### src/sv/jls_pkg.sv
// Package for the Jacobi linear solver: sizes, field widths and state codes.
// No dependencies.
`default_nettype none
package jls_pkg;
    localparam int SizeDefault     = 4;
    localparam int FracBitsDefault = 24;
    localparam int ValW            = 48;
    localparam int IterW           = 20;
    localparam int TolW            = 32;
    localparam int RowW            = 2;
    localparam int ColW            = 3;
    localparam int IdxW            = 2;
    localparam int StatW           = 2;
    localparam int CfgIdxW         = 1;
    localparam int CfgDataW        = 32;

    localparam logic [IterW-1:0] MaxIterReset = 20'd200000;
    localparam logic [TolW-1:0]  TolReset     = 32'd4;

    localparam logic [CfgIdxW-1:0] RegMaxIter = 1'b0;
    localparam logic [CfgIdxW-1:0] RegTol     = 1'b1;

    localparam logic [StatW-1:0] StConverged = 2'd0;
    localparam logic [StatW-1:0] StLimit     = 2'd1;
    localparam logic [StatW-1:0] StZeroDiag  = 2'd2;

    localparam logic [ValW-1:0] PosMax = {1'b0, {(ValW-1){1'b1}}};
    localparam logic [ValW-1:0] NegMin = {1'b1, {(ValW-1){1'b0}}};

    typedef enum logic [3:0] {
        S_IDLE, S_DIAG, S_INIT, S_INIT_W, S_ROW, S_MUL, S_MUL_W, S_DIV, S_DIV_W,
        S_TOL, S_TOL_W, S_DECIDE, S_OUT
    } state_t;

    // Saturate a sign and magnitude to the signed 48-bit range.
    function automatic logic [ValW-1:0] sat_mag(input logic neg, input logic [127:0] m);
        logic [ValW-1:0] r;
        begin
            if (neg)
                r = (m >= {80'd0, NegMin}) ? NegMin : (~m[ValW-1:0] + 1'b1);
            else
                r = (m > {80'd0, PosMax}) ? PosMax : m[ValW-1:0];
            return r;
        end
    endfunction
endpackage
`default_nettype wire

### src/sv/jls_div.sv
// Shared restoring divider: 128-bit dividend by 64-bit divisor, one bit a cycle,
// quotient saturates once it passes 48 bits. Depends on jls_pkg.
`default_nettype none
module jls_div import jls_pkg::*; (
    input  wire logic         clk,
    input  wire logic         rst_n,
    input  wire logic         start,
    input  wire logic [127:0] num,
    input  wire logic [63:0]  den,
    output logic              done,
    output logic [63:0]       quo,
    output logic              sat
);
    logic [127:0] n_reg, n_next;
    logic [63:0]  d_reg, d_next, r_reg, r_next, q_reg, q_next;
    logic         sat_reg, sat_next, busy_reg, busy_next, done_reg, done_next;
    logic [7:0]   cnt_reg, cnt_next;
    logic [64:0]  rs;
    logic [63:0]  qs;
    logic         satn;

    always_comb
    begin
        n_next = n_reg; d_next = d_reg; r_next = r_reg; q_next = q_reg;
        sat_next = sat_reg; busy_next = busy_reg; cnt_next = cnt_reg;
        done_next = 1'b0;
        rs = {r_reg, n_reg[127]};
        satn = sat_reg || (q_reg > {16'd0, {ValW{1'b1}}});
        qs = satn ? q_reg : (q_reg << 1);
        if (start)
        begin
            n_next = num; d_next = den; r_next = '0; q_next = '0;
            sat_next = 1'b0; busy_next = 1'b1; cnt_next = '0;
        end
        else if (busy_reg)
        begin
            if (rs >= {1'b0, d_reg})
            begin
                rs = rs - {1'b0, d_reg};
                qs[0] = 1'b1;
            end
            r_next   = rs[63:0];
            q_next   = qs;
            sat_next = satn;
            n_next   = n_reg << 1;
            cnt_next = cnt_reg + 8'd1;
            if (cnt_reg == 8'd127)
            begin
                busy_next = 1'b0;
                done_next = 1'b1;
            end
        end
    end

    always_ff @(posedge clk or negedge rst_n)
    begin
        if (!rst_n)
        begin
            busy_reg <= 1'b0;
            done_reg <= 1'b0;
            cnt_reg  <= '0;
        end
        else
        begin
            busy_reg <= busy_next;
            done_reg <= done_next;
            cnt_reg  <= cnt_next;
        end
    end

    always_ff @(posedge clk)
    begin
        n_reg <= n_next; d_reg <= d_next; r_reg <= r_next;
        q_reg <= q_next; sat_reg <= sat_next;
    end

    assign done = done_reg;
    assign quo  = q_reg;
    assign sat  = sat_reg;
endmodule
`default_nettype wire

### config.mk
export PLATFORM = sky130hd
export DESIGN_NAME = jls_div
export DESIGN_NICKNAME = d
export VERILOG_FILES = /design/src/sv/jls_pkg.sv /design/src/sv/jls_div.sv
export SDC_FILE = /design/constraint.sdc
export NUM_CORES = 1
export LEC_CHECK = 0
export BUFFER_PORTS_ARGS = -buffer_cell sky130_fd_sc_hd__buf_2
export CAP_MARGIN = 20
export CORE_MARGIN = 1.5
export CORE_UTILIZATION = 52
export CTS_CLUSTER_DIAMETER = 100
export CTS_CLUSTER_SIZE = 16
export DETAILED_ROUTE_END_ITERATION = 8
export HOLD_SLACK_MARGIN = 0.03
export PLACE_DENSITY = 0.82
export SLEW_MARGIN = 40
export SYNTH_ARGS = -nofsm -noshare
export SYNTH_HDL_FRONTEND = slang
export SYNTH_SLANG_ARGS = --single-unit
export TNS_END_PERCENT = 10
### constraint.sdc
create_clock -name clk -period 3.69 [get_ports clk]
set_input_delay 0.1845 -clock clk [delete_from_list [all_inputs] [get_ports clk]]
set_output_delay 0.1845 -clock clk [all_outputs]
set_load 0.03 [all_outputs]
**Yosys cells after proc, flatten, opt, wreduce, memory -nomap -nowiden**

Index checks and enable logic that the tools add are counted.

- Add/subtract/negate cells: 2
- Magnitude comparators: 2
- Eq/ne operators: 2
- Multiplexer cells: 13
- Bitwise logic cells: 1
- Reductions and logical operators: 4

Operators with widths:

| kind | number |
|---|---|
| $mux 128 | 2 |
| $ge 65x64->1 | 1 |
| $gt 64x48->1 const B | 1 |
| $mux 64 | 1 |
| $sub 64x64->64 | 1 |
| $mux 8 | 2 |
| $add 8x1->8 const B | 1 |
| $eq 8x7->1 const B | 1 |
| $mux 1 | 8 |
| $reduce_and 2->1 | 2 |
| $ne 2x1->1 const B | 1 |
| $reduce_bool 2->1 | 1 |
| $logic_or 1x1->1 | 1 |
| $not 1->1 | 1 |

- Register bits after elaboration: 331
- Input bits: 195
- Logic and storage cells: 33

**Longest topological paths before layout**

- Depth after elaboration: 4
- Gate-level depth with buffers: 15
- Mapped depth without buffers: 13

**Least setup slack after synthesis**

No wires, ideal clock.

- Path type: register -> register
- From: register busy_reg
- To: register n_reg[0], enable pin
- Library setup time: 0.481 ns
- Data arrival time: 3.226 ns
- Data required time: 3.209 ns
- Path slack: -0.016 ns
- Cell stages (with the launch flop): 4
- Path buffers: 1
- Period minus slack after synthesis: 3.706 ns
- Cells stage by stage: dfrtp_1 clkbuf_1 nor2_1 inv_1

- Longest elaborated chain between the ends: 1

Ends and longest elaborated chain:

| element | RTL line | text |
|---|---|---|
| start: declaration | jls_div.sv:16 | `logic sat_reg, sat_next, busy_reg, busy_next, done_reg, done_next;` |
| start signal: assignment | jls_div.sv:65 | `busy_reg <= busy_next;` |
| $reduce_bool 2->1 (no source line) | -- |  |
| end signal: assignment | jls_div.sv:73 | `n_reg <= n_next; d_reg <= d_next; r_reg <= r_next;` |
| end: declaration | jls_div.sv:14 | `logic [127:0] n_reg, n_next;` |

No other way between the ends.
A chain may end at the register's enable or synchronous reset.

**Worst setup path in the final report**

- From: register d_reg[0]
- To: register r_reg[62]

- Longest elaborated chain between the ends: 2
- Elaborated cells on any way between the ends: 3
- Classes of those cells: add/sub: 1; order compare: 1; mux: 1

Ends and longest elaborated chain:

| element | RTL line | text |
|---|---|---|
| start: declaration | jls_div.sv:15 | `logic [63:0] d_reg, d_next, r_reg, r_next, q_reg, q_next;` |
| start signal: assignment | jls_div.sv:73 |  |
| $sub 64x64->64 / $ge 65x64->1 (equally long branches) | jls_div.sv:39, jls_div.sv:37 |  |
| $mux 64 * | jls_div.sv:37 | `if (rs >= {1'b0, d_reg})` |
| end signal: assignment | jls_div.sv:73 |  |
| end: declaration | jls_div.sv:15 |  |

Mark *: on every way between the ends. The rest lies on a longest branch, timed or not.

==> impl_metrics.sql <==
INSERT INTO impl_metrics (metric_group, metric, value, unit) VALUES
('outcome', 'run_status', 'finished clean', ''),
('finish', 'area_delta_synth_final', '25.4', '%'),
('yosys', 'yosys.area_share.xor_xnor', '3.26', '%'),
('sta', 'timing.final.hold_violations', '0', ''),
('sta', 'finalClockSkew', '0.0170', 'ns'),
('yosys', 'synthSimpleGateAreaFrac', '11.5', '%'),
('floorplanning', 'floorplan.die.width', '184', 'um'),
('yosys', 'sequential_area_share_after_synthesis', '50.7', '%'),
('floorplanning', 'initial_utilization', '53.3', '%'),
('pwr', 'cellLeakagePower', '8.87', 'nW'),
('finish', 'multi_input_comb_area', '0.00756', 'sq mm'),
('yosys', 'main_combinational_cell_family_by_area_after_synthesis', 'compound AO/OA/AOI/OAI gates', ''),
('yosys', 'syn_inst', '1626', ''),
('yosys', 'synth_area', '0.0169', 'sq mm'),
('yosys', 'synthAdderAreaFrac', '4.92', '%'),
('global_route', 'grt_first_pass_wirelength', '74.8', 'mm'),
('sta', 'worst_slew_margin_rel', '42.6', '%'),
('setup_path', 'timing.critical_path.required', '4.18', 'ns'),
('sta', 'setup_total_negative_slack', '0', 'ns'),
('routing', 'drcViolationCount', '0', ''),
('clock_tree', 'cts_buffers', '24', ''),
('sta', 'timing.final.crit_share', '95.4', '%'),
('placement', 'globalplace.congestion', '0.958', ''),
('yosys', 'ys_ff_latch', '331', ''),
('sta', 'timing.final.setup_violations', '0', ''),
('sta', 'final_critical_path_setup_slack', '0.169', 'ns'),
('placement', 'place_hpwl', '29.6', 'mm'),
('pwr', 'max-vdd-ir-drop', '355', 'uV'),
('floorplanning', 'coreArea', '0.0318', 'sq mm'),
('floorplanning', 'rows', '65', ''),
('global_route', 'largest_net_degree_at_the_start_of_global_routing', '156', ''),
('setup_path', 'crit_type', 'reg -> reg', ''),
('clock_tree', 'clk_path_buf_depth', '3', ''),
('placement', 'dp_slack', '0.130', 'ns'),
('clock_tree', 'clock_sink_count', '331', ''),
('routing', 'detail-route-antenna-nets', '0', ''),
('finish', 'nNetsFinal', '2291', ''),
('finish', 'register_area', '0.00860', 'sq mm'),
('clock_tree', 'tritoncts', 'done', ''),
('routing', 'vias_per_cell', '5.69', ''),
('finish', 'share_of_post_route_cells_with_drive_strength_above_1', '22.2', '%'),
('setup_path', 'ff2ff_setup_slack', '0.17', 'ns'),
('yosys', 'number_of_synthesized_flops_with_an_enable_pin', '192', ''),
('setup_path', 'worstSetupEndpointType', 'flop', ''),
('routing', 'detailedRoute.firstPassIterationCount', '5', ''),
('finish', 'fillCellCount', '2318', ''),
('yosys', 'synth_compound_area_share', '14.1', '%'),
('sta', 'timing.final.crit_period', '3.52', 'ns'),
('yosys', 'synth_cell_type_count', '70', ''),
('global_route', 'gr-total-overflow', '0', ''),
('sta', 'drv_slew', '0', ''),
('yosys', 'synthesis.area_per_instance', '10.4', 'sq um'),
('worst_hold_path', 'worstHoldPathType', 'in -> async', ''),
('yosys', 'post_synth_mux_area_share', '10.8', '%'),
('clock_tree', 'clock-root-buffer', 'sky130_fd_sc_hd__clkbuf_16', ''),
('yosys', 'asyncSetResetFlopFracSynth', '3.02', '%'),
('routing', 'finalWirelength', '47.7', 'mm'),
('floorplanning', 'fp.dieH', '184', 'um'),
('clock_tree', 'worst_setup_hold_path_clk_slew', '0.08', 'ns'),
('routing', 'drt-wirelength-per-cell', '19.2', 'um'),
('yosys', 'synth-warning-count', '0', ''),
('global_route', 'grt_use_total', '28.0', '%'),
('finish', 'largest_reg_flops', '128', ''),
('floorplanning', 'fp.dieArea', '0.0337', 'sq mm'),
('clock_tree', 'worstSkewPairLatency', '0.57', 'ns'),
('routing', 'detailedRoute.firstIterationViolations', '1140', ''),
('global_route', 'antenna_violations_before_repair', '7', ''),
('yosys', 'syn_nets', '1887', ''),
('floorplanning', 'io_pins', '261', ''),
('routing', 'dr_total_vias', '14200', ''),
('setup_path', 'worst-endpoint-arrival', '4.02', 'ns'),
('pwr', 'power_density', '554', 'mW/mm^2'),
('setup_path', 'path_max_fanout', '5', ''),
('global_route', 'first_global_vias', '14200', ''),
('sta', 'fmaxAchievable', '0.284', 'GHz'),
('sta', 'tightestPinTransition', '0.861', 'ns'),
('sta', 'setup_repair_after_global_routing_missed_its_margin', 'no', ''),
('clock_tree', 'clock_h_tree_levels', '1', ''),
('yosys', 'ys_dominant_reg_cell', 'sky130_fd_sc_hd__edfxtp_1', ''),
('placement', 'buffer_ports.inserted', '260', ''),
('setup_path', 'critPathLaunchType', 'flop', ''),
('flow_run', 'cap_violations', '0', '');
==> worst paths after layout <==
| check | from | end | cells past startpoint |
|---|---|---|---|
| max reg2reg | d_reg[0]$_DFFE_PP_ | r_reg[62]$_SDFFE_PP0P_ | 13 |
| min in group clk | start | r_reg[39]$_SDFFE_PP0P_ | 2 |
| max in group asynchronous | rst_n | busy_reg$_DFF_PN0_ | 2 |
| min | rst_n | cnt_reg[6]$_DFFE_PN0P_ | 2 |
| min reg2reg | quo[41]$_SDFFE_PP0P_ | quo[42]$_SDFFE_PP0P_ | 2 |
| max | d_reg[0]$_DFFE_PP_ | r_reg[62]$_SDFFE_PP0P_ | 13 |
==> per-stage QoR <==
step	cell area (sq um)	power [mW]	hold slack, ns	cells	util (%)
after detailed placement	18600	8.94	0.0633	2246	58.4
final	21200	11.8	0.0545	2488	66.8
after global routing	21200	12.4	0.0546	2488	66.8
after global placement	18600	8.85	0.0542	2246	58.4
after floorplan	16900	8.02	-0.111	1626	-
after CTS	21200	11.7	0.0303	2483	66.7
==> critical path, cell delays in order, from the launching register on <==
cell and delay, ns:
sky130_fd_sc_hd__edfxtp_1 0.39, sky130_fd_sc_hd__ha_1 0.22, sky130_fd_sc_hd__fa_1 0.42, sky130_fd_sc_hd__nor2b_1 0.18, sky130_fd_sc_hd__o2111ai_1 0.17, sky130_fd_sc_hd__a211oi_1 0.49, sky130_fd_sc_hd__nor3_1 0.18, sky130_fd_sc_hd__o21ai_2 0.33
sky130_fd_sc_hd__a2111oi_0 0.17, sky130_fd_sc_hd__nor3_1 0.21, sky130_fd_sc_hd__buf_4 0.16, sky130_fd_sc_hd__nand2_1 0.05, sky130_fd_sc_hd__a221o_1 0.32, sky130_fd_sc_hd__o22ai_1 0.15
==> logic make-up (layout without fill, tap and decap cells) <==
group / Yosys count / after routing
AND/OR/NAND/NOR: 426 / 426
AO/OA/AOI/OAI: 385 / 385
flip-flops: 331 / 331
buffers and inverters: 189 / 611
multiplexers: 166 / 166
adder cells (fa/ha/maj): 66 / 66
XOR/XNOR: 63 / 63
other: 0 / 5
==> routing by layer <==
| metal | share of wire, % | track usage [%] | up-vias | wire [um] |
|---|---|---|---|---|
| met5 | 0.055 | 0 | - | 26 |
| met4 | 3.8 | 10.6 | 4 | 1830 |
| met3 | 7.5 | 5.88 | 123 | 3580 |
| met2 | 49 | 49.0 | 631 | 23400 |
| met1 | 40 | 33.9 | 6710 | 18900 |
| li1 | - | - | 6691 | - |
==> cells in the final DEF (no fill, tap or decap), drive strengths merged, types with 20 or more instances in the layout <==
| master | n |
|---|---|
| a211oi | 57 |
| a21o | 30 |
| a21oi | 150 |
| and3 | 20 |
| buf | 279 |
| clkbuf | 42 |
| dfxtp | 129 |
| dlygate4sd3 | 193 |
| edfxtp | 192 |
| ha | 65 |
| inv | 94 |
| mux2 | 128 |
| mux2i | 38 |
| nand2 | 186 |
| nand4 | 36 |
| nor2 | 106 |
| nor3 | 21 |
| o21ai | 72 |
| xnor2 | 34 |
| xor2 | 29 |
==> what timing repair did <==
action	4_1_cts	5_1_grt
setup endpoints to repair	0	5
resized for setup	0	3
endpoints found under the hold margin	202	0
setup buffers	0	0
hold buffers	193	0
==> final cells by class <==
class,instances,share of cell area [%]
timing repair buffer,472,16.3
antenna,5,0.0589
clock buffer,42,3.15
tap,435,2.56
inverter,95,1.70
clock inverter,2,0.171
multi-input combinational,1106,35.6
sequential,331,40.5
==> cell usage after synthesis (38+ instances only) <==
master / number / area, sq um
sky130_fd_sc_hd__a211oi_1: 57 / 428
sky130_fd_sc_hd__a21oi_1: 150 / 751
sky130_fd_sc_hd__clkbuf_1: 68 / 255
sky130_fd_sc_hd__dfxtp_1: 129 / 2580
sky130_fd_sc_hd__edfxtp_1: 192 / 5770
sky130_fd_sc_hd__ha_1: 65 / 813
sky130_fd_sc_hd__inv_1: 94 / 353
sky130_fd_sc_hd__mux2_2: 128 / 1440
sky130_fd_sc_hd__mux2i_1: 38 / 380
sky130_fd_sc_hd__nand2_1: 184 / 691
sky130_fd_sc_hd__nor2_1: 106 / 398
sky130_fd_sc_hd__o21ai_0: 70 / 350
==> power by group <==
group	switching [mW]	internal [mW]	leakage, nW
combinational	2.53	1.94	5.38
sequential	0.308	4.42	3.16
clock	1.34	1.24	0.333
No activity file was read; power rests on OpenSTA's default activity.
